[config.mk]
export PLATFORM = sky130hd
export DESIGN_NAME = small_fast_prng_bounded
export DESIGN_NICKNAME = d
export VERILOG_FILES = /design/src/sv/sfpb_pkg.sv /design/src/sv/small_fast_prng_bounded.sv /design/src/sv/sfpb_ctrl.sv /design/src/sv/sfpb_dp.sv
export SDC_FILE = /design/constraint.sdc
export NUM_CORES = 2
export LEC_CHECK = 0
export ABC_AREA = 0
export BUFFER_PORTS_ARGS = -buffer_cell sky130_fd_sc_hd__clkbuf_2
export CORE_UTILIZATION = 25
export DETAILED_ROUTE_END_ITERATION = 10
export PLACE_DENSITY = 0.36
export SLEW_MARGIN = 20
export SYNTH_ARGS = -nofsm -noshare
export SYNTH_HDL_FRONTEND = slang
export SYNTH_SLANG_ARGS = --single-unit
[constraint.sdc]
create_clock -name clk -period 8.1 [get_ports clk]
set_input_delay 0.405 -clock clk [delete_from_list [all_inputs] [get_ports clk]]
set_output_delay 0.405 -clock clk [all_outputs]
set_load 0.03 [all_outputs]
[src/sv/sfpb_pkg.sv]
// Shared types, constants and helper functions for the bounded small fast PRNG.
package sfpb_pkg;

  localparam int WORD_W = 64;
  localparam int HALF_W = 32;
  localparam int WARMUP_STEPS = 73;
  localparam int WARM_W = (WARMUP_STEPS > 1) ? $clog2(WARMUP_STEPS) : 1;

  localparam logic [WORD_W-1:0] RESEED_FILL = 64'h0000_0000_d4e1_2c77;
  localparam logic [WORD_W-1:0] HALF_MASK = {{(WORD_W-HALF_W){1'b0}}, {HALF_W{1'b1}}};

  localparam int ROT_B = 7;
  localparam int ROT_C = 13;
  localparam int ROT_D = 37;

  typedef enum logic [1:0] {
    OP_RESEED = 2'd0,
    OP_DRAW64 = 2'd1,
    OP_DRAW32 = 2'd2
  } op_t;

  typedef enum logic [2:0] {
    S_LOAD,
    S_WARM,
    S_IDLE,
    S_STEP,
    S_TEST,
    S_EMIT
  } state_t;

  typedef struct packed {
    logic load;
    logic step;
    logic capture;
    logic narrow;
    logic emit;
    logic emit_zero;
  } cmd_t;

  typedef struct packed {
    logic pass;
  } stat_t;

  function automatic logic [WORD_W-1:0] rotl64(input logic [WORD_W-1:0] x, input int k);
    rotl64 = (x << k) | (x >> (WORD_W - k));
  endfunction

  // Set every bit below the top set bit.
  function automatic logic [WORD_W-1:0] smear_right(input logic [WORD_W-1:0] x);
    logic [WORD_W-1:0] v;
    v = x;
    for (int s = 1; s < WORD_W; s = s * 2) begin
      v = v | (v >> s);
    end
    smear_right = v;
  endfunction

endpackage

[src/sv/small_fast_prng_bounded.sv]
// Top level of the bounded small fast PRNG: controller plus datapath.
// Draw: after the input transfer each generator step takes a step state and then a test
// state; one step for a zero or power-of-two bound, under two on average otherwise.
// A passing test waits while the output slot is full; a new item is taken only when idle.
// Reseed: a load state plus 73 warm-up steps, then a zero result; unused opcode: zero.
// Reset (synchronous, active low) clears the seed and reruns load and warm-up.
module small_fast_prng_bounded import sfpb_pkg::*; (
  input  logic              clk,
  input  logic              rst_n,
  input  logic              cfg_wr_en,
  input  logic [WORD_W-1:0] cfg_wr_data,
  input  logic              in_valid,
  output logic              in_ready,
  input  logic [1:0]        in_opcode,
  input  logic [WORD_W-1:0] in_bound,
  output logic              out_valid,
  input  logic              out_ready,
  output logic [WORD_W-1:0] out_value
);

  cmd_t  cmd;
  stat_t stat;

  // Sequence the load, warm-up, rejection loop and output transfer.
  sfpb_ctrl u_ctrl (
    .clk       (clk),
    .rst_n     (rst_n),
    .in_valid  (in_valid),
    .in_opcode (in_opcode),
    .in_ready  (in_ready),
    .out_valid (out_valid),
    .out_ready (out_ready),
    .stat      (stat),
    .cmd       (cmd)
  );

  // Hold the generator words, capture the bound and mask, hold the result.
  sfpb_dp u_dp (
    .clk         (clk),
    .rst_n       (rst_n),
    .cfg_wr_en   (cfg_wr_en),
    .cfg_wr_data (cfg_wr_data),
    .in_bound    (in_bound),
    .cmd         (cmd),
    .stat        (stat),
    .out_value   (out_value)
  );

endmodule

[src/sv/sfpb_ctrl.sv]
// Controller state machine: reseed warm-up, draw rejection loop and result transfer.
module sfpb_ctrl import sfpb_pkg::*; (
  input  logic       clk,
  input  logic       rst_n,
  input  logic       in_valid,
  input  logic [1:0] in_opcode,
  output logic       in_ready,
  output logic       out_valid,
  input  logic       out_ready,
  input  stat_t      stat,
  output cmd_t       cmd
);

  state_t            state_r, state_nxt;
  logic [WARM_W-1:0] cnt_r, cnt_nxt;
  logic              reply_r, reply_nxt;
  logic              out_valid_r, out_valid_nxt;
  logic              slot_free;
  logic              accept;
  logic              warm_last;

  assign slot_free = !out_valid_r || out_ready;
  assign in_ready  = (state_r == S_IDLE);
  assign accept    = in_valid && in_ready;
  assign warm_last = (cnt_r == WARM_W'(WARMUP_STEPS - 1));
  assign out_valid = out_valid_r;

  always_ff @(posedge clk) begin
    if (!rst_n) begin
      state_r     <= S_LOAD;
      cnt_r       <= '0;
      reply_r     <= 1'b0;
      out_valid_r <= 1'b0;
    end else begin
      state_r     <= state_nxt;
      cnt_r       <= cnt_nxt;
      reply_r     <= reply_nxt;
      out_valid_r <= out_valid_nxt;
    end
  end

  always_comb begin
    state_nxt = state_r;
    cnt_nxt   = cnt_r;
    reply_nxt = reply_r;
    case (state_r)
      S_LOAD: begin
        cnt_nxt = '0;
        if (WARMUP_STEPS == 0) begin
          state_nxt = reply_r ? S_EMIT : S_IDLE;
        end else begin
          state_nxt = S_WARM;
        end
      end
      S_WARM: begin
        cnt_nxt = cnt_r + 1'b1;
        if (warm_last) begin
          state_nxt = reply_r ? S_EMIT : S_IDLE;
        end
      end
      S_IDLE: begin
        if (accept) begin
          case (op_t'(in_opcode))
            OP_RESEED: begin
              state_nxt = S_LOAD;
              reply_nxt = 1'b1;
            end
            OP_DRAW64, OP_DRAW32: state_nxt = S_STEP;
            default: state_nxt = S_EMIT;
          endcase
        end
      end
      S_STEP: state_nxt = S_TEST;
      S_TEST: begin
        if (!stat.pass) begin
          state_nxt = S_STEP;
        end else if (slot_free) begin
          state_nxt = S_IDLE;
        end
      end
      S_EMIT: begin
        if (slot_free) begin
          state_nxt = S_IDLE;
          reply_nxt = 1'b0;
        end
      end
      default: state_nxt = S_IDLE;
    endcase
  end

  always_comb begin
    cmd           = '0;
    out_valid_nxt = out_valid_r && !out_ready;
    case (state_r)
      S_LOAD: cmd.load = 1'b1;
      S_WARM: cmd.step = 1'b1;
      S_IDLE: begin
        cmd.capture = accept;
        cmd.narrow  = (op_t'(in_opcode) == OP_DRAW32);
      end
      S_STEP: cmd.step = 1'b1;
      S_TEST: cmd.emit = stat.pass && slot_free;
      S_EMIT: begin
        cmd.emit      = slot_free;
        cmd.emit_zero = 1'b1;
      end
      default: cmd = '0;
    endcase
    if (cmd.emit) begin
      out_valid_nxt = 1'b1;
    end
  end

endmodule

[src/sv/sfpb_dp.sv]
// Datapath: generator state words, seed register, bound mask and result register.
module sfpb_dp import sfpb_pkg::*; (
  input  logic              clk,
  input  logic              rst_n,
  input  logic              cfg_wr_en,
  input  logic [WORD_W-1:0] cfg_wr_data,
  input  logic [WORD_W-1:0] in_bound,
  input  cmd_t              cmd,
  output stat_t             stat,
  output logic [WORD_W-1:0] out_value
);

  logic [WORD_W-1:0] seed_r;
  logic [WORD_W-1:0] a_r, b_r, c_r, d_r;
  logic [WORD_W-1:0] a_nxt, b_nxt, c_nxt, d_nxt, e;
  logic [WORD_W-1:0] n_r, mask_r, value_r;
  logic [WORD_W-1:0] n_in, nm1, mask_nxt;
  logic              pow_r, pow_nxt;
  logic [WORD_W-1:0] res;

  always_ff @(posedge clk) begin
    if (!rst_n) begin
      seed_r <= '0;
    end else if (cfg_wr_en) begin
      seed_r <= cfg_wr_data;
    end
  end

  // One generator step.
  always_comb begin
    e     = a_r - rotl64(b_r, ROT_B);
    a_nxt = b_r ^ rotl64(c_r, ROT_C);
    b_nxt = c_r + rotl64(d_r, ROT_D);
    c_nxt = d_r + e;
    d_nxt = e + a_nxt;
  end

  always_ff @(posedge clk) begin
    if (cmd.load) begin
      a_r <= seed_r;
      b_r <= RESEED_FILL;
      c_r <= RESEED_FILL;
      d_r <= RESEED_FILL;
    end else if (cmd.step) begin
      a_r <= a_nxt;
      b_r <= b_nxt;
      c_r <= c_nxt;
      d_r <= d_nxt;
    end
  end

  always_comb begin
    n_in    = cmd.narrow ? (in_bound & HALF_MASK) : in_bound;
    nm1     = n_in - 1'b1;
    pow_nxt = ((n_in & nm1) == '0);
    if (pow_nxt) begin
      mask_nxt = cmd.narrow ? (nm1 & HALF_MASK) : nm1;
    end else begin
      mask_nxt = smear_right(nm1);
    end
  end

  always_ff @(posedge clk) begin
    if (cmd.capture) begin
      n_r    <= n_in;
      mask_r <= mask_nxt;
      pow_r  <= pow_nxt;
    end
  end

  assign res       = d_r & mask_r;
  assign stat.pass = pow_r || (res < n_r);

  always_ff @(posedge clk) begin
    if (cmd.emit) begin
      value_r <= cmd.emit_zero ? '0 : res;
    end
  end

  assign out_value = value_r;

endmodule

[Word-level counts from Yosys, hierarchy flattened]
Index checks and enable logic that the tools add are counted.
Word-level totals
  output and inout port bits: 66
  input bits: 135
  bits in registers: 525
  logic and storage cells: 84
Cells by class
  reductions and logical operators: 17
  order comparisons: 1
  equality and inequality tests: 12
  mux-type cells: 23
  bitwise gates (word level): 12
  add/subtract/negate cells: 6
Operator list (number)
  $mux 64: 5
  $add 64x64->64: 3
  $and 64x64->64: 2
  $logic_not 64->1: 1
  $lt 64x64->1: 1
  $or 64x13->64: 1
  $or 64x32->64: 1
  $or 64x37->64: 1
  $or 64x48->64: 1
  $or 64x56->64: 1
  $or 64x60->64: 1
  $or 64x62->64: 1
  $or 64x63->64: 1
  $or 64x7->64: 1
  $sub 64x1->64 const B: 1
  $sub 64x64->64: 1
  $xor 64x64->64: 1
  $pmux 3 s6: 1
  $mux 3: 5
  $pmux 7 s2: 1
  $add 7x1->7 const B: 1
  $eq 7x7->1 const B: 1
  $mux 1: 7
  $eq 3x2->1 const B: 2
  other kinds (18): 29

[Depth between registers and ports, before layout]
  depth after elaboration: 12
  mapped depth: 26
  depth with buffers taken out: 26

[Hierarchy]
Synthesis repeated with hierarchy kept, for this count alone.
Second synthesis, totals
  cells, all modules: 4217
  area total of the unflattened synthesis: 38051.5 um^2
Modules (own cells, without submodules)
  sfpb_dp: sequential area each 12842.3 um^2, instances 1, cells each 4126, area an instance 37292.0 um^2
  sfpb_ctrl: sequential area each 240.2 um^2, instances 1, cells each 91, area an instance 759.5 um^2

[Least setup slack after synthesis]
OpenSTA, ideal clock, no wires.
  path kind: register -> register
  start point: register u_dp.mask_r[25]
  end point: register u_dp.value_r[0], in the netlist u_dp.out_value[0], enable pin
  cell stages (with the launch flop): 14
  data arrival time: 5226 ps
  buffers on the path: 0
  period minus slack after synthesis: 5719 ps
  library setup time: 493 ps
  setup slack: 2381 ps
  required time: 7607 ps
  cell sequence: edfxtp_1 -> and2_1 -> ha_1 -> a21o_1 -> a21o_1 -> a21o_1 -> a21o_1 -> a21o_1 -> a21o_1 -> a21oi_1 -> o21ai_1 -> o31ai_1 -> nand3_1 -> nor2b_1
RTL lines
  start: declaration: RTL line sfpb_dp.sv:16  | logic [WORD_W-1:0] n_r, mask_r, value_r;
  start signal: assignment: RTL line sfpb_dp.sv:66  | mask_r <= mask_nxt;
  end signal: assignment: RTL line sfpb_dp.sv:76  | value_r <= cmd.emit_zero ? '0 : res;
  end: declaration: RTL line sfpb_dp.sv:16

[Worst setup path after layout]
  start point: register u_dp.b_r[58]
  end point: register u_dp.d_r[62]
On the way
  longest elaborated chain between the ends: 3
  elaborated cells between the ends (all ways): 4
  classes of those cells: add/sub: 2; bitwise: 2
Ends and longest elaborated chain
  start: declaration: RTL line sfpb_dp.sv:14  | logic [WORD_W-1:0] a_r, b_r, c_r, d_r;
  start signal: assignment: RTL line sfpb_dp.sv:46  | b_r <= b_nxt;
  $or 64x7->64: RTL line sfpb_pkg.sv:45  | rotl64 = (x << k) | (x >> (WORD_W - k));
  $sub 64x64->64: RTL line sfpb_dp.sv:31  | e = a_r - rotl64(b_r, ROT_B);
  $add 64x64->64 *: RTL line sfpb_dp.sv:35  | d_nxt = e + a_nxt;
  end signal: assignment: RTL line sfpb_dp.sv:48  | d_r <= d_nxt;
  end: declaration: RTL line sfpb_dp.sv:14
Every way passes the cells marked *; elsewhere a longest branch is shown, timed or not.
A chain may end at the register's enable or synchronous reset.

==> impl_metrics.tcl <==
set metrics [dict create \
    slew_violations 0 \
    finalCritPeriodShare_pct 87.3 \
    route.vias.total 33200 \
    antenna_found_initial 25 \
    grt_pass1_vias 32600 \
    tightest_slew_ns 0.948 \
    cp_max_fo 6 \
    cp.arrival_ns 7.65 \
    worstHoldPathType "in2reg" \
    status "complete, no violations" \
    yosys_most_used_dff "dfxtp_1" \
    via_per_inst 5.00 \
    synth-edff-count 257 \
    clock-skew-final_ns 0.0616 \
    drc 0 \
    clk_path_buf_depth 3 \
    cts_tree "yes" \
    max_stage_delay_ns 0.69 \
    path_buf_inv 3 \
    core_area_um2 152000 \
    critPathKind "reg2reg" \
    numCtsBuffers 75 \
    seq_area_frac_synth_pct 34.2 \
    synth_area_um2 38200 \
    netlist-cell-type-count 88 \
    hold_viol 0 \
    cpMaxStageDelayCell "o41ai_2" \
    port_buffers 200 \
    synth.largest_area_cell "edfxtp_1" \
    synth_fp_nets 4853 \
    drive_gt1_share_pct 10.2 \
    grt_max_degree 77 \
    syn_avg_cell_area_um2 8.84 \
    route.antenna.remaining_nets 0 \
    fmax_ghz 0.141 \
    cts.htree.levels 3 \
    synthTopCellsByArea "edfxtp_1, dfxtp_1, ha_1, a21oi_1, a21o_1" \
    async_reset_ff_share_pct 0 \
    design.die.area_um2 154000 \
    drv_cap 0 \
    place.gp.congestion 0.900 \
    drt_first_iter_violations 2519 \
    tns_ns 0 \
    cp-end-kind "flip-flop" \
    synth_commonest_cells "nand2_1, ha_1, a21oi_1" \
    track_usage_pct 20.9 \
    path_delay_family "compound AO/OA/AOI/OAI gates" \
    drt_pass1_iterations 6 \
    setup_viol 0 \
    fin_nets 5081 \
    worst_setup_path_start_kind "flip-flop" \
    required_ns 8.68 \
    start_util_pct 25.2 \
    dp_hpwl_um 131000 \
    io_pins 201 \
    wirelength_um 164000 \
    synthCells 4320 \
    grt_overflow_total 0 \
    die_h_um 393 \
    rows 143 \
    synth.most_common_cell "nand2_1" \
    wl_per_cell_um 24.6 \
    timing.slew.headroom_pct 36.6 \
    ys_ff_latch 525 \
    fp.dieW_um 393 \
    syn_to_final_growth_pct 17.6 \
    post_cts_resize_count 0 \
    clock_latency_ns 0.72 \
    grt_pass1_wl_um 234000 \
    clk_pin_slew_worst_paths_ns 0.07 \
    rsz0062_at_grt "false" \
    synthDominantCellAreaShare_pct 20.2 \
    cts.sinks 525 \
    cts-root-buf "clkbuf_16" \
    period_minus_slack_ns 7.07 \
    yosysWarnings 0 \
]
-- placed cells by master, fill, tap and decap left out, types with 24 or more instances in the layout --
cell type / instances
a211oi_1: 24
a21o_1: 232
a21oi_1: 385
a31oi_1: 40
and2_1: 179
and3_1: 45
buf_4: 47
clkbuf_16: 75
clkbuf_2: 198
dfxtp_1: 268
dlygate4sd3_1: 93
edfxtp_1: 257
ha_1: 394
inv_1: 219
mux2_2: 64
mux2i_1: 66
nand2_1: 429
nand2b_1: 41
nand3_1: 71
nand4_1: 90
nor2_1: 187
nor2b_1: 100
nor3_1: 46
nor4_1: 28
o211ai_1: 56
o21a_1: 28
o21ai_0: 146
o21ai_1: 84
o21bai_1: 45
o22ai_1: 30
or3_1: 38
xnor2_1: 162
xor2_1: 132
-- final timing paths --
kind                                      start              end  slack [ns]  cells past startpoint
worst min-delay path            cfg_wr_data[15]  u_dp.seed_r[15]        0.04                      3
worst min register to register     u_dp.c_r[33]     u_dp.c_r[33]        0.49                      2
worst max register to register     u_dp.b_r[58]     u_dp.d_r[62]        1.03                     27
worst max-delay path               u_dp.b_r[58]     u_dp.d_r[62]        1.03                     27
-- registers in the layout, summed over array words and instances, names as in the netlist, 3 cells and up --
signal	flops
u_dp.c_r	64
u_dp.out_value	64
u_ctrl.cnt_r	7
u_ctrl.state_r	3
u_dp.n_r	64
u_dp.a_r	64
u_dp.d_r	64
u_dp.mask_r	64
u_dp.seed_r	64
u_dp.b_r	64
-- layout make-up --
type	instances	area (um^2)
Tap cell	2030	2540
Clock inverter	47	553
Timing Repair Buffer	340	2310
Sequential cell	525	13100
Multi-Input combinational cell	3385	23600
Fill cell	16300	107000
Clock buffer	90	1980
Antenna cell	3	7.51
Inverter	221	831
-- cell families after synthesis --
family | after synthesis | share of synthesized area (%)
flip-flops | 525 | 34.2
AND/OR/NAND/NOR | 1337 | 17.8
multiplexers | 130 | 3.62
XOR/XNOR | 294 | 6.74
AO/OA/AOI/OAI | 1226 | 20.5
buffers and inverters | 410 | 4.05
adder cells (fa/ha/maj) | 398 | 13.1
-- worst reg2reg max path: cells and delay by family (launching register included) --
kind,cells,cell delay (ns)
AOI/OAI and AO/OA,16,4.36
DFF,1,0.41
and+or+nand+nor,4,0.57
buffers and inverters,3,0.42
adders and majority gates,2,0.69
xor gates and xnor gates,2,0.50
-- stage by stage --
step	setup slack, ns	hold slack, ns	util (%)	cells	area [um^2]
floorplan	2.38	0.454	-	4320	38200
global placement	1.01	0.474	27.3	6407	41400
detailed placement	1.03	0.479	27.3	6407	41400
CTS	1.04	0.000489	29.6	6637	44900
global route	0.617	0.0330	29.6	6638	44900
finish	1.03	0.0404	29.6	6641	44900
-- layer usage --
metal / routed length (um) / GRT usage [%] / vias to the layer above
met1: 77000 / 28.4 / 16100
li1: - / - / 16200
met5: 12 / 0 / -
met4: 4360 / 5.54 / 2
met3: 6380 / 2.67 / 179
met2: 75900 / 34.5 / 763
-- timing repair --
item	CTS	global route
hold buffers	93	0
endpoints found under the hold margin	93	0
setup buffers	0	0
Power is left out: the tool's default activity adds up to more than one toggle a clock period on the data nets, which glitch-free logic cannot reach.
